**src/hw/rtl/u8sd_pkg.sv**
```systemverilog
// Shared types and constants for the UTF-8 stream decoder.
package u8sd_pkg;

    localparam int CP_W = 31;
    localparam int QUEUE_DEPTH_DEF = 4;

    typedef logic [CP_W-1:0] cp_t;

    typedef struct packed {
        logic two;
        cp_t  cp1;
        cp_t  cp0;
    } res_entry_t;

    typedef struct packed {
        logic       valid;
        res_entry_t entry;
    } q_head_t;

endpackage

```
**src/hw/rtl/u8sd_front.sv**
```systemverilog
// Front end: accepts text bytes, tracks the open sequence and forms result entries.
module u8sd_front (
    input  logic                clk,
    input  logic                rst_n,
    input  logic                take,
    input  logic [7:0]          text_byte,
    input  logic                final_byte,
    output logic                push,
    output u8sd_pkg::res_entry_t push_entry
);
    import u8sd_pkg::*;

    cp_t        acc_reg;
    cp_t        acc_next;
    logic [2:0] fl_reg;
    logic [2:0] fl_next;
    logic       open_reg;
    logic       open_next;
    logic [1:0] cnt;
    res_entry_t ent;

    always_comb
    begin
        logic [7:0] mask;
        logic [2:0] n;
        acc_next  = acc_reg;
        fl_next   = fl_reg;
        open_next = open_reg;
        cnt       = 2'd0;
        ent       = '0;
        mask      = 8'h01;
        n         = 3'd5;
        if (open_reg && text_byte[7:6] == 2'b10)
        begin
            acc_next = {acc_reg[CP_W-7:0], text_byte[5:0]};
            if (fl_reg != 3'd0)
            begin
                fl_next = fl_reg - 3'd1;
            end
            if (fl_next == 3'd0)
            begin
                ent.cp0   = acc_next;
                cnt       = 2'd1;
                open_next = 1'b0;
                acc_next  = '0;
            end
        end
        else
        begin
            if (open_reg)
            begin
                ent.cp0   = acc_reg;
                cnt       = 2'd1;
                open_next = 1'b0;
                fl_next   = 3'd0;
                acc_next  = '0;
            end
            if (!text_byte[7])
            begin
                if (cnt == 2'd0)
                begin
                    ent.cp0 = cp_t'(text_byte);
                end
                else
                begin
                    ent.cp1 = cp_t'(text_byte);
                end
                cnt = cnt + 2'd1;
            end
            else
            begin
                case (text_byte) inside
                    [8'hC0:8'hDF]:
                    begin
                        mask = 8'h1F;
                        n    = 3'd1;
                    end
                    [8'hE0:8'hEF]:
                    begin
                        mask = 8'h0F;
                        n    = 3'd2;
                    end
                    [8'hF0:8'hF7]:
                    begin
                        mask = 8'h07;
                        n    = 3'd3;
                    end
                    [8'hF8:8'hFB]:
                    begin
                        mask = 8'h03;
                        n    = 3'd4;
                    end
                    default:
                    begin
                        mask = 8'h01;
                        n    = 3'd5;
                    end
                endcase
                acc_next  = cp_t'(text_byte & mask);
                fl_next   = n;
                open_next = 1'b1;
            end
        end
        if (final_byte && open_next)
        begin
            if (cnt == 2'd0)
            begin
                ent.cp0 = acc_next;
            end
            else
            begin
                ent.cp1 = acc_next;
            end
            cnt       = cnt + 2'd1;
            open_next = 1'b0;
            fl_next   = 3'd0;
            acc_next  = '0;
        end
        ent.two = (cnt == 2'd2);
    end

    assign push       = take && (cnt != 2'd0);
    assign push_entry = ent;

    always_ff @(posedge clk or negedge rst_n)
    begin
        if (!rst_n)
        begin
            acc_reg  <= '0;
            fl_reg   <= '0;
            open_reg <= 1'b0;
        end
        else if (take)
        begin
            acc_reg  <= acc_next;
            fl_reg   <= fl_next;
            open_reg <= open_next;
        end
    end

endmodule

```
**src/hw/rtl/u8sd_queue.sv**
```systemverilog
// Short queue of result entries between the front end and the output stage.
module u8sd_queue #(
    parameter int DEPTH = u8sd_pkg::QUEUE_DEPTH_DEF
) (
    input  logic                 clk,
    input  logic                 rst_n,
    input  logic                 push,
    input  u8sd_pkg::res_entry_t push_entry,
    input  logic                 pop,
    output u8sd_pkg::q_head_t    head,
    output logic                 full
);
    import u8sd_pkg::*;

    localparam int PTR_W = (DEPTH > 1) ? $clog2(DEPTH) : 1;
    localparam int CNT_W = $clog2(DEPTH + 1);

    res_entry_t           mem_reg [DEPTH];
    logic [PTR_W-1:0]     wr_reg;
    logic [PTR_W-1:0]     wr_next;
    logic [PTR_W-1:0]     rd_reg;
    logic [PTR_W-1:0]     rd_next;
    logic [CNT_W-1:0]     count_reg;
    logic [CNT_W-1:0]     count_next;
    logic                 do_push;
    logic                 do_pop;

    assign full    = (count_reg == CNT_W'(DEPTH));
    assign do_push = push && !full;
    assign do_pop  = pop && (count_reg != '0);

    always_comb
    begin
        wr_next    = wr_reg;
        rd_next    = rd_reg;
        count_next = count_reg;
        if (do_push)
        begin
            wr_next = (wr_reg == PTR_W'(DEPTH - 1)) ? '0 : wr_reg + PTR_W'(1);
        end
        if (do_pop)
        begin
            rd_next = (rd_reg == PTR_W'(DEPTH - 1)) ? '0 : rd_reg + PTR_W'(1);
        end
        if (do_push && !do_pop)
        begin
            count_next = count_reg + CNT_W'(1);
        end
        else if (do_pop && !do_push)
        begin
            count_next = count_reg - CNT_W'(1);
        end
    end

    always_ff @(posedge clk)
    begin
        if (do_push)
        begin
            mem_reg[wr_reg] <= push_entry;
        end
    end

    always_ff @(posedge clk or negedge rst_n)
    begin
        if (!rst_n)
        begin
            wr_reg    <= '0;
            rd_reg    <= '0;
            count_reg <= '0;
        end
        else
        begin
            wr_reg    <= wr_next;
            rd_reg    <= rd_next;
            count_reg <= count_next;
        end
    end

    assign head.valid = (count_reg != '0);
    assign head.entry = mem_reg[rd_reg];

endmodule

```
**src/hw/rtl/u8sd_back.sv**
```systemverilog
// Output stage: sends the one or two code points of each queued entry.
module u8sd_back (
    input  logic              clk,
    input  logic              rst_n,
    input  u8sd_pkg::q_head_t head,
    output logic              pop,
    output logic              m_axis_tvalid,
    input  logic              m_axis_tready,
    output logic [31:0]       m_axis_tdata,
    output logic              m_axis_tlast
);
    import u8sd_pkg::*;

    logic phase_reg;
    logic phase_next;
    cp_t  cp;

    assign cp            = phase_reg ? head.entry.cp1 : head.entry.cp0;
    assign m_axis_tvalid = head.valid;
    assign m_axis_tdata  = {1'b0, cp};
    assign m_axis_tlast  = phase_reg || !head.entry.two;
    assign pop           = head.valid && m_axis_tready && m_axis_tlast;

    always_comb
    begin
        phase_next = phase_reg;
        if (head.valid && m_axis_tready)
        begin
            phase_next = !m_axis_tlast;
        end
    end

    always_ff @(posedge clk or negedge rst_n)
    begin
        if (!rst_n)
        begin
            phase_reg <= 1'b0;
        end
        else
        begin
            phase_reg <= phase_next;
        end
    end

endmodule

```
**src/hw/rtl/utf8_stream_decoder.sv**
```systemverilog
// Top level of the UTF-8 stream decoder: front end, result queue and output stage.
//
//  Channel  Dir  tdata (low bit up)       tlast         tuser
//  s_axis   in   text_byte[7:0]           final_byte    -
//  m_axis   out  code_point[30:0], pad 0  last_of_run   -
//
// One byte is accepted per cycle while the result queue has room.
// A byte gives zero, one or two code points; the output sends one per cycle while
// m_axis_tready is high, so a run of two-result bytes fills the queue and then holds s_axis_tready low.
// Reset clears the open sequence, the queue pointers and the output phase.
// A stall on m_axis backs up through the queue without losing any transfer.
module utf8_stream_decoder #(
    parameter int QUEUE_DEPTH = u8sd_pkg::QUEUE_DEPTH_DEF
) (
    input  logic        clk,
    input  logic        rst_n,
    input  logic        s_axis_tvalid,
    output logic        s_axis_tready,
    input  logic [7:0]  s_axis_tdata,   // text_byte[7:0]
    input  logic        s_axis_tlast,
    output logic        m_axis_tvalid,
    input  logic        m_axis_tready,
    output logic [31:0] m_axis_tdata,   // code_point[30:0], zero at bit 31
    output logic        m_axis_tlast
);
    import u8sd_pkg::*;

    logic       take;
    logic       push;
    logic       pop;
    logic       full;
    res_entry_t push_entry;
    q_head_t    head;

    assign s_axis_tready = !full;
    assign take          = s_axis_tvalid && !full;

    u8sd_front u_front (
        .clk        (clk),
        .rst_n      (rst_n),
        .take       (take),
        .text_byte  (s_axis_tdata),
        .final_byte (s_axis_tlast),
        .push       (push),
        .push_entry (push_entry)
    );

    u8sd_queue #(
        .DEPTH (QUEUE_DEPTH)
    ) u_queue (
        .clk        (clk),
        .rst_n      (rst_n),
        .push       (push),
        .push_entry (push_entry),
        .pop        (pop),
        .head       (head),
        .full       (full)
    );

    u8sd_back u_back (
        .clk           (clk),
        .rst_n         (rst_n),
        .head          (head),
        .pop           (pop),
        .m_axis_tvalid (m_axis_tvalid),
        .m_axis_tready (m_axis_tready),
        .m_axis_tdata  (m_axis_tdata),
        .m_axis_tlast  (m_axis_tlast)
    );

    a_full_has_output: assert property (@(posedge clk) disable iff (!rst_n)
        !s_axis_tready |-> m_axis_tvalid)
        else $error("queue full with no pending output");

    a_final_gives_result: assert property (@(posedge clk) disable iff (!rst_n)
        (s_axis_tvalid && s_axis_tready && s_axis_tlast) |=> m_axis_tvalid)
        else $error("final byte produced no result");

    a_pair_completes: assert property (@(posedge clk) disable iff (!rst_n)
        (m_axis_tvalid && !m_axis_tlast) |=> m_axis_tvalid)
        else $error("first of a result pair not followed by the second");

    a_pad_zero: assert property (@(posedge clk) disable iff (!rst_n)
        (m_axis_tvalid && $past(push) && $past(take)) |-> !m_axis_tdata[31])
        else $error("pad bit of output data set");

endmodule
```
**config.mk**
```make
export PLATFORM = sky130hd
export DESIGN_NAME = utf8_stream_decoder
export DESIGN_NICKNAME = d
export VERILOG_FILES = /design/src/hw/rtl/u8sd_pkg.sv /design/src/hw/rtl/u8sd_front.sv /design/src/hw/rtl/u8sd_queue.sv /design/src/hw/rtl/u8sd_back.sv /design/src/hw/rtl/utf8_stream_decoder.sv
export SDC_FILE = /design/constraint.sdc
export NUM_CORES = 1
export LEC_CHECK = 0
export ABC_AREA = 0
export BUFFER_PORTS_ARGS = -buffer_cell sky130_fd_sc_hd__buf_4
export CAP_MARGIN = 10
export CORE_MARGIN = 2
export CORE_UTILIZATION = 60
export DETAILED_ROUTE_END_ITERATION = 8
export PLACE_DENSITY = 0.86
export SKIP_LAST_GASP = 1
export SLEW_MARGIN = 20
export SYNTH_ARGS = -nofsm -noshare
export SYNTH_HDL_FRONTEND = slang
export SYNTH_SLANG_ARGS = --single-unit
```
**constraint.sdc**
```tcl
create_clock -name clk -period 9 [get_ports clk]
set_input_delay 0 -clock clk [delete_from_list [all_inputs] [get_ports clk]]
set_output_delay 0 -clock clk [all_outputs]
set_load 0.01 [all_outputs]
```
======== Word level (Yosys, flattened, before mapping) ========
Memories as Yosys holds them, arrays and structs flattened.
Cells that the tools add are included.
word-level totals
  register bits ........................... 43
  bits in latches ......................... 0
  memory bits (writable) .................. 252
  memory bits (read-only) ................. 0
  input bits .............................. 13
  output and inout bits ................... 35
  memories kept ........................... 1
memory list
  name             depth  bits a word  read ports  clocked after memory_dff  wr ports  RTL line          source
  u_queue.mem_reg  4      63           1           0                         1         u8sd_queue.sv:18  res_entry_t mem_reg [DEPTH];
operators by class
  $add $sub $neg .......................... 7
  multiply operators ...................... 0
  div/mod/pow operators ................... 0
  order comparisons ....................... 8
  eq/ne operators ......................... 5
  shift-type cells ........................ 0
  mux-type cells .......................... 48
  bitwise gates (word level) .............. 1
  reductions and logical operators ........ 29
operators by type and width
  operator                                                             count
  31-bit two-way mux                                                   13
  62-bit two-way mux                                                   2
  8-bit two-way mux                                                    5
  3-bit two-way mux                                                    11
  8-bit >= comparator (second input constant)                          4
  8-bit less-or-equal comparator (second input constant)               4
  1-bit logical AND                                                    14
  2-bit two-way mux                                                    7
  1-bit two-way mux                                                    9
  2-bit by 1-bit adder with 2-bit output (second input constant)       4
  8-bit AND                                                            1
  2-bit equality test (second input constant)                          4
  7-bit two-way mux                                                    1
  3-bit nonzero test                                                   2
  3-bit by 1-bit subtractor with 3-bit output (second input constant)  2
  1-bit logical NOT                                                    5
  2-bit logical NOT                                                    2
  2-bit nonzero test                                                   2
  4-bit nonzero test                                                   1
  3-bit by 1-bit adder with 3-bit output (second input constant)       1
  3-bit equality test (second input constant)                          1
  3-bit logical NOT                                                    1
  2-bit AND reduction                                                  1
  1-bit logical OR                                                     1

======== Longest topological paths before layout ========
Gate-level depths: netlist of run 1.
  depth after elaboration ................. 15
  gate-level depth with buffers ........... 18
  mapped depth without buffers ............ 16

======== Modules after synthesis ========
Synthesis of run 1 repeated with hierarchy kept, for this count alone.
unflattened totals
  cell total of the unflattened synthesis .. 762
  area, all modules ....................... 12993.7 µm²
modules (own cells, without submodules)
  module               instances  cells an instance  area each (µm²)  seq. area each (µm²)
  u8sd_queue           1          366                9537.9           7742.4
  u8sd_front           1          350                2844.0           875.8
  u8sd_back            1          44                 601.8            25.0
  utf8_stream_decoder  1          2                  10.0             0.0

======== Least setup slack after synthesis of run 1 ========
No wires, ideal clock.
  kind .................................... register -> register
  start point ............................. reg u_front.fl_reg[0]
  end point ............................... mem u_queue.mem_reg[0][0] (netlist name), enable pin
  arrival time ............................ 4221 ps
  required time ........................... 8572 ps
  setup slack ............................. 4351 ps
  cell stages (with the launch flop) ...... 14
  path buffers ............................ 2
  clock period less this slack ............ 4649 ps
  cells stage by stage .................... dfrtp_1 inv_1 ha_1 inv_1 ha_1 nor4b_2 o21a_1 buf_6 clkbuf_1 nor2_1 ha_1 o311ai_0 a211oi_2 and2_1
on the way
  longest elaborated chain between the ends .. 13
  elaborated cells between the ends (all ways) .. 17
ends and longest elaborated chain
  item                                                                               RTL line                              source
  from (decl)                                                                        u8sd_front.sv:15                      logic [2:0] fl_reg;
  from (signal assigned)                                                             u8sd_front.sv:136                     fl_reg <= fl_next;
  3-bit by 1-bit subtractor with 3-bit output or 3-bit nonzero test (tied branches)  u8sd_front.sv:38, u8sd_front.sv:36
  3-bit two-way mux *                                                                u8sd_front.sv:36                      if (fl_reg != 3'd0)
  3-bit two-way mux *                                                                u8sd_front.sv:33                      if (open_reg && text_byte[7:6] == 2'b10)
  3-bit logical NOT *                                                                u8sd_front.sv:40                      if (fl_next == 3'd0)
  1-bit two-way mux                                                                  u8sd_front.sv:40
  2-bit two-way mux or 1-bit two-way mux (tied branches)                             u8sd_front.sv:33
  2-bit by 1-bit adder with 2-bit output or 1-bit logical AND (tied branches)        u8sd_front.sv:114, u8sd_front.sv:104
  2-bit two-way mux *                                                                u8sd_front.sv:104                     if (final_byte && open_next)
  2-bit nonzero test *                                                               u8sd_front.sv:122                     assign push = take && (cnt != 2'd0);
  1-bit logical AND *                                                                u8sd_front.sv:122
  1-bit logical AND *                                                                u8sd_queue.sv:29                      assign do_push = push && !full;
  via u_queue.do_push                                                                u8sd_queue.sv:25                      logic do_push;
  1-bit two-way mux *                                                                u8sd_queue.sv:57                      if (do_push)
  1-bit two-way mux (implied by the code) *                                          u8sd_queue.sv:59                      mem_reg[wr_reg] <= push_entry;
  to (decl)                                                                          u8sd_queue.sv:18
The timed path passes the listed nets; every way through them passes the cells marked *. The select of a mux whose other input is x is not followed.

======== Final worst setup path of run 1 ========
  start point ............................. reg u_front.fl_reg[1]
  end point ............................... mem u_queue.mem_reg[1][43] (netlist name), enable pin
Same word-level chain as after synthesis.

==> metrics.json, run 1 <==
{
  "synth": {
    "post_synth.cell_area_avg_um2": 17.0,
    "synthMostInstantiatedCell": "sky130_fd_sc_hd__edfxtp_1",
    "syn_nets": 777,
    "ys_ff_latch": 295,
    "synth_area_leaders": "sky130_fd_sc_hd__edfxtp_1 (59%), sky130_fd_sc_hd__mux4_2 (11%), sky130_fd_sc_hd__dfrtp_1 (8.5%), sky130_fd_sc_hd__mux2_2 (3.1%), sky130_fd_sc_hd__a22oi_1 (2.9%)",
    "combinational_family_with_the_most_area_after_synthesis": "multiplexers",
    "number_of_distinct_library_cells_after_synthesis": 55,
    "edff_count_synth": 252,
    "synth_largest_type_area_fraction_pct": 59.4,
    "mappedNetlistArea_mm2": 0.0127,
    "async_flop_share_pct": 14.6,
    "synthesis.yosys.warnings": 0,
    "compound_gate_portion_of_the_synthesized_area_pct": 7.16,
    "ys_top_cells_by_count": "sky130_fd_sc_hd__edfxtp_1 (252), sky130_fd_sc_hd__mux4_2 (63), sky130_fd_sc_hd__a22oi_1 (50)",
    "netlist.top_cell.by_area": "sky130_fd_sc_hd__edfxtp_1",
    "synth_simple_gate_area_share_pct": 4.32,
    "synthCells": 751,
    "synth-adder-area-share_pct": 1.34,
    "synth_top_flop_cell": "sky130_fd_sc_hd__edfxtp_1",
    "seq_total_area_yosys_pct": 67.9,
    "post_synth_xor_xnor_area_pct": 0.206,
    "muxShareOfSynthArea_pct": 16.8
  },
  "placed_design": {
    "dp_hpwl_um": 14700,
    "placed_cells": 1032,
    "post-place-ws_ps": 4160,
    "globalplace.congestion": 0.903,
    "io_buffers": 46
  },
  "sta": {
    "final.period_utilization_pct": 50.2,
    "tns_ps": 0,
    "setup_viol": 0,
    "period_minus_slack_ps": 4520,
    "timing.hold.ws_ps": 6.93,
    "number_of_max_slew_violations_in_the_final_report": 0,
    "worst_pin_slew_ps": 971,
    "report.final.hold_viol_count": 0,
    "rsz0062_at_grt": "no",
    "timing.slew.headroom_pct": 35.2,
    "max_clock_freq_ghz": 0.221,
    "layout_setup_ws_ps": 4480,
    "timing.clock.skew_ps": 7.19
  },
  "die": {
    "design.core.area_mm2": 0.0210,
    "io_pins": 48,
    "std_cell_rows": 53,
    "die_area_mm2": 0.0224,
    "initial_utilization_pct": 60.8,
    "height_of_the_die_um": 150,
    "die_width_um": 150
  },
  "route": {
    "drc": 0,
    "wl_per_cell_um": 23.6,
    "dr_total_vias": 7225,
    "ant_nets": 0,
    "detail_route.first_pass.iterations": 5,
    "drt-vias-per-instance": 6.58,
    "initialDrtViolationCount": 843,
    "wirelength_um": 25900
  },
  "grt": {
    "via_count_of_the_first_global_routing_pass": 7554,
    "grt_pass1_wl_um": 40900,
    "antenna_found_initial": 0,
    "grt_residual_overflow": 0,
    "grt_usage_pct": 23.9,
    "largest_net_degree_at_the_start_of_global_routing": 66
  },
  "clock_network": {
    "clock_insertion_delay_worst_skew_ps": 550,
    "ctsLongestPathBuffers": 3,
    "tritoncts_num_sinks": 295,
    "htree_num_levels": 1,
    "tritoncts": "done",
    "cts-resized-gates": 0,
    "postCtsSetupBuffers": 0,
    "cts_buffers": 29,
    "clk_root_buffer_cell": "sky130_fd_sc_hd__clkbuf_16",
    "clk_transition_reported_paths_ps": 60,
    "cts_hold_buf": 12
  },
  "setup_path": {
    "critical_path.max_stage_delay_ps": 720,
    "category_of_the_most_critical_setup_path": "flop to flop",
    "path_cells": "inv_1 -> ha_1 -> inv_1 -> ha_1 -> nor4b_2 -> o21a_2 -> nor2_1 -> ha_1 -> o311ai_0 -> a211oi_2 -> and2_2 -> buf_4",
    "critical_path.top_delay_family": "compound AO/OA/AOI/OAI gates",
    "setup.worst_path.end_class": "flop",
    "timing.critical_path.required_ps": 9170,
    "worst_ep_arrival_time_ps": 4690,
    "number_of_buffers_and_inverters_on_the_critical_path": 3,
    "critical-path-top-cell-by-count": "sky130_fd_sc_hd__ha_1",
    "worstPathMaxFanout": 63,
    "critical_path.slowest_cell": "sky130_fd_sc_hd__buf_4",
    "startpoint_type": "flop"
  },
  "finish": {
    "largest_reg_flops": 252,
    "layout.filler_cells": 1346,
    "layout-area-overhead-vs-synth_pct": 13.1,
    "drive_above_1_share_pct": 27.1,
    "fin_cells": 1098,
    "num_antenna_cells": 0,
    "fin_nets": 826
  },
  "job": {
    "cap_viol_max_count": 0
  },
  "power_and_ir_drop": {
    "design_power_total_uw": 4330,
    "peak_supply_drop_uv": 257,
    "power_density_mw_per_mm2": 301,
    "static-leakage-power_uw": 0.00503
  },
  "outcome": {
    "run_status": "complete, no violations"
  },
  "min_path": {
    "timing.hold.worst.class": "input port to async pin"
  }
}
==> final cells by class <==
type	count	area, um^2	share of cell area, %
tap	275	344	2.39
multi-input combinational	394	3820	26.5
timing repair buffer	71	563	3.91
sequential	295	8650	60.0
inverter	9	33.8	0.235
clock inverter	15	188	1.30
clock buffer	39	803	5.58
==> routing by layer <==
layer | part of all wire [%] | track usage (%) | up-vias
met5 | 0 | 0 | -
met4 | 3.2 | 7.64 | 0
met3 | 6.2 | 3.26 | 73
met2 | 53 | 42.1 | 350
met1 | 38 | 31.1 | 3698
li1 | - | - | 3104
==> per-stage QoR <==
step | util [%] | instance area, um^2
final | 68.7 | 14400
after global routing | 68.7 | 14400
after CTS | 68.7 | 14400
after detailed placement | 63.4 | 13300
after global placement | 63.4 | 13300
after floorplan | - | 12700
==> power by group <==
group	leakage, uW	switching [uW]	internal [uW]
logic	0.00163	636	638
clock network	0.000477	484	741
registers	0.00292	119	1710
total	0.00503	1240	3090
==> placed cells by master, fill, tap and decap left out, types with 9 or more instances in the layout <==
cell,Yosys,layout
sky130_fd_sc_hd__edfxtp_1,252,252
sky130_fd_sc_hd__mux4_2,63,63
sky130_fd_sc_hd__buf_4,2,59
sky130_fd_sc_hd__a22oi_1,50,50
sky130_fd_sc_hd__nand2_1,48,47
sky130_fd_sc_hd__dfrtp_1,43,41
sky130_fd_sc_hd__mux2_2,35,35
sky130_fd_sc_hd__o21ai_0,34,34
sky130_fd_sc_hd__nor2_1,34,33
sky130_fd_sc_hd__mux2i_1,33,33
sky130_fd_sc_hd__clkbuf_16,0,29
sky130_fd_sc_hd__ha_1,12,12
sky130_fd_sc_hd__dlygate4sd3_1,0,12
sky130_fd_sc_hd__inv_1,9,9
==> path summary, 6_finish.rpt <==
| kind | start | end | slack [ps] | depth (start not counted) |
|---|---|---|---|---|
| max | u_front.fl_reg[1]$_DFFE_PN0P_ | u_queue.mem_reg[1][43]$_DFFE_PP_ | 4480 | 12 |
| min | rst_n | u_front.fl_reg[2]$_DFFE_PN0P_ | 7 | 2 |
| max reg2reg | u_front.fl_reg[1]$_DFFE_PN0P_ | u_queue.mem_reg[1][43]$_DFFE_PP_ | 4480 | 12 |
| min reg2reg | u_queue.count_reg[2]$_DFFE_PN0P_ | u_queue.count_reg[2]$_DFFE_PN0P_ | 500 | 1 |
| max in group asynchronous | rst_n | u_queue.rd_reg[0]$_DFFE_PN0P_ | 8540 | 2 |
| min in group clk | s_axis_tdata[7] | u_front.fl_reg[2]$_DFFE_PN0P_ | 50 | 4 |
==> kinds of logic after synthesis <==
kind of cell             count (synthesis)
flip-flops                             295
AND/OR/NAND/NOR                        116
AO/OA/AOI/OAI                          130
multiplexers                           131
other                                    1
buffers and inverters                   62
adder cells (fa/ha/maj)                 13
XOR/XNOR                                 3
(Power assumes the default switching activity.)
==> run 2: changes to the inputs <==
==> constraint.sdc (replaced) <==
create_clock -name clk -period 4.25 [get_ports clk]
set_input_delay 0 -clock clk [delete_from_list [all_inputs] [get_ports clk]]
set_output_delay 0 -clock clk [all_outputs]
set_load 0.01 [all_outputs]
==> run 2 against run 1 <==
Against the previous run:
- worst hold slack got worse by 8.2 ps
- wire length rose by 2.2%
- die area did not move
- global-route usage rose by 0.58 points
- critical path depth stayed put
- non-clock buffer count increased by 4
- clock power rose by 91%
- clock skew rose by 8.3 ps
- register-to-register slack got worse by 4200 ps
- the run now ends with hold timing left
==> metrics.json, run 2 (same netlist as run 1, synthesis figures left out) <==
{
  "die": {
    "die_width_um": 150,
    "io_pins": 48,
    "die_area_mm2": 0.0224,
    "design.core.area_mm2": 0.0210,
    "height_of_the_die_um": 150,
    "std_cell_rows": 53,
    "initial_utilization_pct": 60.8
  },
  "clock_network": {
    "tritoncts_num_sinks": 295,
    "htree_num_levels": 1,
    "cts_buffers": 28,
    "clk_transition_reported_paths_ps": 60,
    "clock_insertion_delay_worst_skew_ps": 540,
    "clk_root_buffer_cell": "sky130_fd_sc_hd__clkbuf_16",
    "tritoncts": "done",
    "ctsLongestPathBuffers": 3
  },
  "sta": {
    "number_of_max_slew_violations_in_the_final_report": 0,
    "worst_pin_slew_ps": 933,
    "report.final.hold_viol_count": 1,
    "tns_ps": 0,
    "timing.slew.headroom_pct": 37.8,
    "timing.hold.ws_ps": -1.24,
    "rsz0062_at_grt": "no",
    "final.period_utilization_pct": 94.0,
    "max_clock_freq_ghz": 0.250,
    "setup_viol": 0,
    "period_minus_slack_ps": 3990,
    "timing.clock.skew_ps": 15.5
  },
  "finish": {
    "num_antenna_cells": 0,
    "fin_nets": 829,
    "commonest_non_fill_non_tap_cell_in_the_layout": "sky130_fd_sc_hd__edfxtp_1",
    "largest_reg_flops": 252,
    "drive_above_1_share_pct": 26.7,
    "layout-area-overhead-vs-synth_pct": 12.9,
    "multiInputGateArea_mm2": 0.00382,
    "layout.filler_cells": 1332,
    "sequential_cell_area_mm2": 0.00865,
    "highest_count_cells_in_the_layout_ignoring_fill_and_taps": "sky130_fd_sc_hd__edfxtp_1 (252), sky130_fd_sc_hd__mux4_2 (63), sky130_fd_sc_hd__buf_4 (58)"
  },
  "power_and_ir_drop": {
    "share_clk_of_total_power_pct": 26.1,
    "power_switching_share_pct": 29.4,
    "design_power_total_uw": 8990,
    "power_density_mw_per_mm2": 626,
    "internal-power_uw": 6350,
    "peak_supply_drop_uv": 327,
    "pwr-share-seq_pct": 42.9,
    "p_sw_uw": 2640,
    "comb_power_share_pct": 31.0,
    "static-leakage-power_uw": 0.00501
  },
  "setup_path": {
    "critical_path.top_delay_family": "simple AND/OR/NAND/NOR gates",
    "critical_path.max_stage_delay_ps": 770,
    "worst_ep_arrival_time_ps": 4200,
    "startpoint_type": "flop",
    "setup.worst_path.end_class": "flop",
    "timing.critical_path.required_ps": 4460,
    "worstPathMaxFanout": 33,
    "critical_path.slowest_cell": "sky130_fd_sc_hd__and2_2",
    "path_cells": "inv_1 -> ha_1 -> inv_1 -> ha_1 -> nor4b_2 -> o21a_1 -> nor2_1 -> ha_1 -> o311ai_0 -> a211oi_2 -> and2_2 -> buf_12",
    "critical-path-top-cell-by-count": "sky130_fd_sc_hd__ha_1",
    "number_of_buffers_and_inverters_on_the_critical_path": 3,
    "category_of_the_most_critical_setup_path": "flop to flop"
  },
  "placed_design": {
    "io_buffers": 46,
    "dp_hpwl_um": 15300,
    "globalplace.congestion": 0.839
  },
  "route": {
    "wirelength_um": 26500,
    "detail_route.first_pass.iterations": 5,
    "dr_total_vias": 7320,
    "ant_nets": 0,
    "wl_per_cell_um": 24.1,
    "drc": 0,
    "drt-vias-per-instance": 6.65,
    "initialDrtViolationCount": 899
  },
  "job": {
    "cap_viol_max_count": 0
  },
  "outcome": {
    "run_status": "complete, but fails checks",
    "failed_checks": "hold timing"
  },
  "grt": {
    "antenna_found_initial": 0,
    "via_count_of_the_first_global_routing_pass": 7543,
    "grt_usage_pct": 24.4,
    "largest_net_degree_at_the_start_of_global_routing": 66,
    "grt_residual_overflow": 0,
    "grt_pass1_wl_um": 41700
  },
  "min_path": {
    "timing.hold.worst.class": "input port to async pin"
  }
}
-- run 2: metrics by stage --
stage / worst slack [ps] / hold WS, ps / util (%) / std cells / cell area, um^2
final: 257 / -1.24 / 68.6 / 1100 / 14400
after detailed placement: 306 / 45.4 / 63.9 / 1036 / 13400
after global routing: 95.2 / 58.7 / 68.6 / 1100 / 14400
after CTS: 263 / 16.7 / 68.6 / 1100 / 14400
after global placement: 516 / 35.7 / 63.9 / 1036 / 13400
after floorplan: 275 / -296 / - / 751 / 12700
-- run 2: final cells by class --
type / count / area share (%)
inverters: 9 / 0.235
clock inverters: 12 / 0.566
clock buffers: 40 / 5.48
multi-input cells: 394 / 26.6
well taps: 275 / 2.39
flip-flops and latches: 295 / 60.2
repair buffers: 75 / 4.56
-- run 2: path summary, 6_finish.rpt --
kind,startpoint,end,slack [ps],depth (start not counted)
hold reg to reg,u_queue.count_reg[2]$_DFFE_PN0P_,u_queue.count_reg[2]$_DFFE_PN0P_,470,1
setup / recovery,u_front.fl_reg[0]$_DFFE_PN0P_,u_queue.mem_reg[0][29]$_DFFE_PP_,260,12
min in group clk,s_axis_tdata[7],u_front.fl_reg[2]$_DFFE_PN0P_,50,4
hold / removal,rst_n,u_front.acc_reg[3]$_DFFE_PN0P_,-1,2
setup reg to reg,u_front.fl_reg[0]$_DFFE_PN0P_,u_queue.mem_reg[0][29]$_DFFE_PP_,260,12
max in group asynchronous,rst_n,u_queue.rd_reg[0]$_DFFE_PN0P_,3770,2
-- run 2: repair_timing --
item	4_1_cts	5_1_grt
resized for setup	0	0
endpoints found under the hold margin	83	0
buffers inserted	0	0
hold buffers	12	0
-- run 2: power groups by stage --
stage / registers, uW / logic, uW / clock network, uW
after floorplan: 3780 / 1940 / 0
after global placement: 3880 / 2710 / 0
after detailed placement: 3920 / 2780 / 0
after CTS: 3870 / 2820 / 2380
after global routing: 3910 / 2990 / 2490
final: 3860 / 2790 / 2350
-- run 2: layer usage --
layer  share of wire [%]  wire [um]  vias to the layer above  global-route usage (%)
met3                 7.5       1990                       55                    3.60
li1                    -          -                     3108                       -
met5                   0          0                        -                       0
met2                  53      14100                      422                    42.7
met4                 2.1        567                        0                    6.75
met1                  37       9850                     3735                    32.5
==> run 3: changes to the inputs <==
--- a/config.mk
+++ b/config.mk
@@ -5,13 +5,14 @@
 export SDC_FILE = /design/constraint.sdc
 export NUM_CORES = 1
 export LEC_CHECK = 0
-export ABC_AREA = 0
+export ABC_AREA = 1
 export BUFFER_PORTS_ARGS = -buffer_cell sky130_fd_sc_hd__buf_4
 export CAP_MARGIN = 10
 export CORE_MARGIN = 2
 export CORE_UTILIZATION = 60
 export DETAILED_ROUTE_END_ITERATION = 8
-export PLACE_DENSITY = 0.86
+export PLACE_DENSITY_LB_ADDON = 0.15
+export REMOVE_ABC_BUFFERS = 1
 export SKIP_LAST_GASP = 1
 export SLEW_MARGIN = 20
 export SYNTH_ARGS = -nofsm -noshare
==> run 3 against run 2 <==
Against the previous run:
- the run now ends clean
- non-clock buffer count is 3 higher
- sequential cell count did not move
- combinational power rose by 19%
- sequential share of layout area decreased by 0.67 points
- maximum frequency up 14%
- via count is 24% higher
==> metrics.json, run 3 <==
{
  "grt": {
    "grt_pass1_wl_um": 46200,
    "via_count_of_the_first_global_routing_pass": 8961,
    "grt_usage_pct": 26.4,
    "antenna_found_initial": 0,
    "largest_net_degree_at_the_start_of_global_routing": 115,
    "grt_residual_overflow": 0
  },
  "clock_network": {
    "cts-resized-gates": 0,
    "tritoncts_num_sinks": 295,
    "tritoncts": "done",
    "ctsLongestPathBuffers": 3,
    "clk_root_buffer_cell": "sky130_fd_sc_hd__clkbuf_16",
    "htree_num_levels": 1,
    "postCtsSetupBuffers": 0,
    "clk_transition_reported_paths_ps": 60,
    "cts_buffers": 29,
    "clock_insertion_delay_worst_skew_ps": 550
  },
  "die": {
    "design.core.area_mm2": 0.0210,
    "height_of_the_die_um": 150,
    "die_area_mm2": 0.0226,
    "std_cell_rows": 53,
    "io_pins": 48,
    "initial_utilization_pct": 61.1,
    "die_width_um": 150
  },
  "sta": {
    "final.period_utilization_pct": 82.6,
    "timing.clock.skew_ps": 22.4,
    "rsz0062_at_grt": "no",
    "number_of_max_slew_violations_in_the_final_report": 0,
    "worst_pin_slew_ps": 1020,
    "report.final.hold_viol_count": 0,
    "max_clock_freq_ghz": 0.285,
    "setup_viol": 0,
    "tns_ps": 0,
    "period_minus_slack_ps": 3510,
    "timing.slew.headroom_pct": 31.7
  },
  "synth": {
    "synth_top_flop_cell": "sky130_fd_sc_hd__edfxtp_1",
    "synthCells": 1179,
    "synthesis.yosys.warnings": 0,
    "netlist.top_cell.by_area": "sky130_fd_sc_hd__edfxtp_1",
    "post_synth.cell_area_avg_um2": 10.9,
    "async_flop_share_pct": 14.6,
    "synth_largest_type_area_fraction_pct": 58.9,
    "number_of_distinct_library_cells_after_synthesis": 29,
    "mappedNetlistArea_mm2": 0.0128,
    "synth_area_leaders": "sky130_fd_sc_hd__edfxtp_1 (59%), sky130_fd_sc_hd__nor2_1 (8.5%), sky130_fd_sc_hd__dfrtp_1 (8.4%), sky130_fd_sc_hd__o22ai_1 (5.1%), sky130_fd_sc_hd__o21ai_0 (4.7%)",
    "ys_top_cells_by_count": "sky130_fd_sc_hd__nor2_1 (292), sky130_fd_sc_hd__edfxtp_1 (252), sky130_fd_sc_hd__o21ai_0 (121)",
    "edff_count_synth": 252,
    "seq_total_area_yosys_pct": 67.3,
    "ys_ff_latch": 295,
    "synthMostInstantiatedCell": "sky130_fd_sc_hd__nor2_1"
  },
  "setup_path": {
    "regToRegStartpoint": "u_front.fl_reg[0]$_DFFE_PN0P_",
    "timing.critical_path.from": "u_front.fl_reg[0]$_DFFE_PN0P_",
    "critical_path.slowest_cell": "sky130_fd_sc_hd__fa_1",
    "critical_path.max_stage_delay_ps": 380,
    "worst_ep_arrival_time_ps": 3940,
    "worst_r2r_path_depth": 22,
    "startpoint_type": "flop",
    "setup.worst_path.end_class": "flop",
    "worstPathMaxFanout": 7,
    "critical-path-top-cell-by-count": "sky130_fd_sc_hd__nand2_1",
    "path_cells": "inv_2 -> ha_1 -> ha_1 -> nand2_1 -> o21ai_1 -> nor2_1 -> nand2_2 -> nand2_1 -> inv_1 -> ha_1 -> inv_1 -> nand4_1 -> nand2_1 -> nand2_1 -> nand2_1 -> inv_1 -> ha_1 -> inv_1 -> fa_1 -> a21oi_1 -> o21ai_0 -> xor2_1",
    "category_of_the_most_critical_setup_path": "flop to flop",
    "timing.critical_path.required_ps": 4680
  },
  "finish": {
    "sequential_cell_area_mm2": 0.00865,
    "multiInputGateArea_mm2": 0.00353,
    "layout-area-overhead-vs-synth_pct": 13.1,
    "stdcell_area_mm2": 0.0145,
    "layout.filler_cells": 1481,
    "drive_above_1_share_pct": 9.87,
    "fin_nets": 1239,
    "fin_cells": 1511,
    "num_antenna_cells": 0,
    "highest_count_cells_in_the_layout_ignoring_fill_and_taps": "sky130_fd_sc_hd__nor2_1 (288), sky130_fd_sc_hd__edfxtp_1 (252), sky130_fd_sc_hd__o21ai_0 (121)",
    "finish.utilization_pct": 69.1,
    "commonest_non_fill_non_tap_cell_in_the_layout": "sky130_fd_sc_hd__nor2_1",
    "largest_reg_flops": 252
  },
  "power_and_ir_drop": {
    "peak_supply_drop_uv": 679,
    "power_switching_share_pct": 35.4,
    "share_clk_of_total_power_pct": 25.5,
    "power_density_mw_per_mm2": 665,
    "pwr-share-seq_pct": 40.2,
    "internal-power_uw": 6250,
    "p_sw_uw": 3420,
    "static-leakage-power_uw": 0.00517,
    "design_power_total_uw": 9670,
    "comb_power_share_pct": 34.3
  },
  "min_path": {
    "timing.hold.worst.class": "input port to async pin"
  },
  "placed_design": {
    "io_buffers": 46,
    "globalplace.congestion": 0.928,
    "place_area_mm2": 0.0134,
    "placed_cells": 1441,
    "dp_hpwl_um": 15000
  },
  "route": {
    "initialDrtViolationCount": 899,
    "detail_route.first_pass.iterations": 5,
    "wl_per_cell_um": 19.1,
    "dr_total_vias": 9100,
    "wirelength_um": 28800,
    "ant_nets": 0,
    "drt-vias-per-instance": 6.02,
    "drc": 0
  },
  "outcome": {
    "run_status": "complete, no violations"
  },
  "job": {
    "cap_viol_max_count": 0
  }
}
[run 3: changes by cell type after synthesis, moves of 9 or more]
cell | previous run | this run
sky130_fd_sc_hd__a21oi_1 | 6 | 41
sky130_fd_sc_hd__nor2_1 | 34 | 292
sky130_fd_sc_hd__nand2_1 | 48 | 35
sky130_fd_sc_hd__mux4_2 | 63 | 0
sky130_fd_sc_hd__o21ai_0 | 34 | 121
sky130_fd_sc_hd__inv_2 | 0 | 9
sky130_fd_sc_hd__a31oi_1 | 6 | 32
sky130_fd_sc_hd__o22ai_1 | 1 | 104
sky130_fd_sc_hd__inv_1 | 9 | 96
sky130_fd_sc_hd__o21ai_1 | 0 | 14
sky130_fd_sc_hd__clkbuf_1 | 30 | 51
sky130_fd_sc_hd__a22oi_1 | 50 | 28
sky130_fd_sc_hd__mux2i_1 | 33 | 0
sky130_fd_sc_hd__mux2_2 | 35 | 0
[run 3: per-layer routing]
metal	global-route usage [%]	vias to the layer above	routed length, um
met4	8.11	0	524
met5	0	-	0
met1	37.5	4348	12200
li1	-	4282	-
met3	3.76	54	2190
met2	42.9	416	13900
[run 3: power groups by stage]
stage          registers (uW)  clock network, uW  logic [uW]
2_1_floorplan            4010                  0        1890
3_3_place_gp             3940                  0        3210
3_5_place_dp             3940                  0        3280
4_1_cts                  3890               2480        3320
5_1_grt                  3940               2600        3700
6_report                 3890               2460        3310
[run 3: critical path, delay by kind of cell (launching register included)]
family / cells / cell delay, ps
buffers and inverters: 5 / 310
xor gates and xnor gates: 1 / 150
and+or+nand+nor: 8 / 1000
adders and majority gates: 5 / 1250
AOI/OAI and AO/OA: 3 / 320
DFF: 1 / 360
[run 3: worst paths after layout]
kind	end	slack, ps
min reg2reg	u_back.phase_reg$_DFFE_PN0P_	510
max reg2reg	u_queue.count_reg[2]$_DFFE_PN0P_	740
max	u_queue.count_reg[2]$_DFFE_PN0P_	740
max in group asynchronous	u_queue.rd_reg[0]$_DFFE_PN0P_	3750
min in group clk	u_queue.mem_reg[2][5]$_DFFE_PP_	40
min	u_front.acc_reg[8]$_DFFE_PN0P_	30
[run 3: metrics by stage]
step / worst slack, ps / hold WS (ps)
floorplan: -851 / -296
global placement: 858 / 51.8
detailed placement: 753 / 57.2
CTS: 738 / 25.8
global route: 357 / 57.0
finish: 737 / 29.0
[run 3: cell type report]
cell class	count	area share, %
clock inverters	15	0.861
repair buffers	78	4.76
multi-input cells	704	24.3
well taps	275	2.37
clock buffers	39	5.46
inverters	105	2.72
flip-flops and latches	295	59.5
[run 3: timing repair]
action / 4_1_cts / 5_1_grt
endpoints found under the hold margin: 67 / 0
hold buffers: 16 / 0
endpoints found under the setup margin: 0 / 0
[run 3: cells by family after synthesis]
group | Yosys count | synth area share (%)
AOI/OAI and AO/OA | 346 | 15.5
xor gates and xnor gates | 2 | 0.136
adders and majority gates | 13 | 1.32
buffers and inverters | 180 | 5.46
DFF | 295 | 67.3
other | 1 | 0.0292
and+or+nand+nor | 342 | 10.3
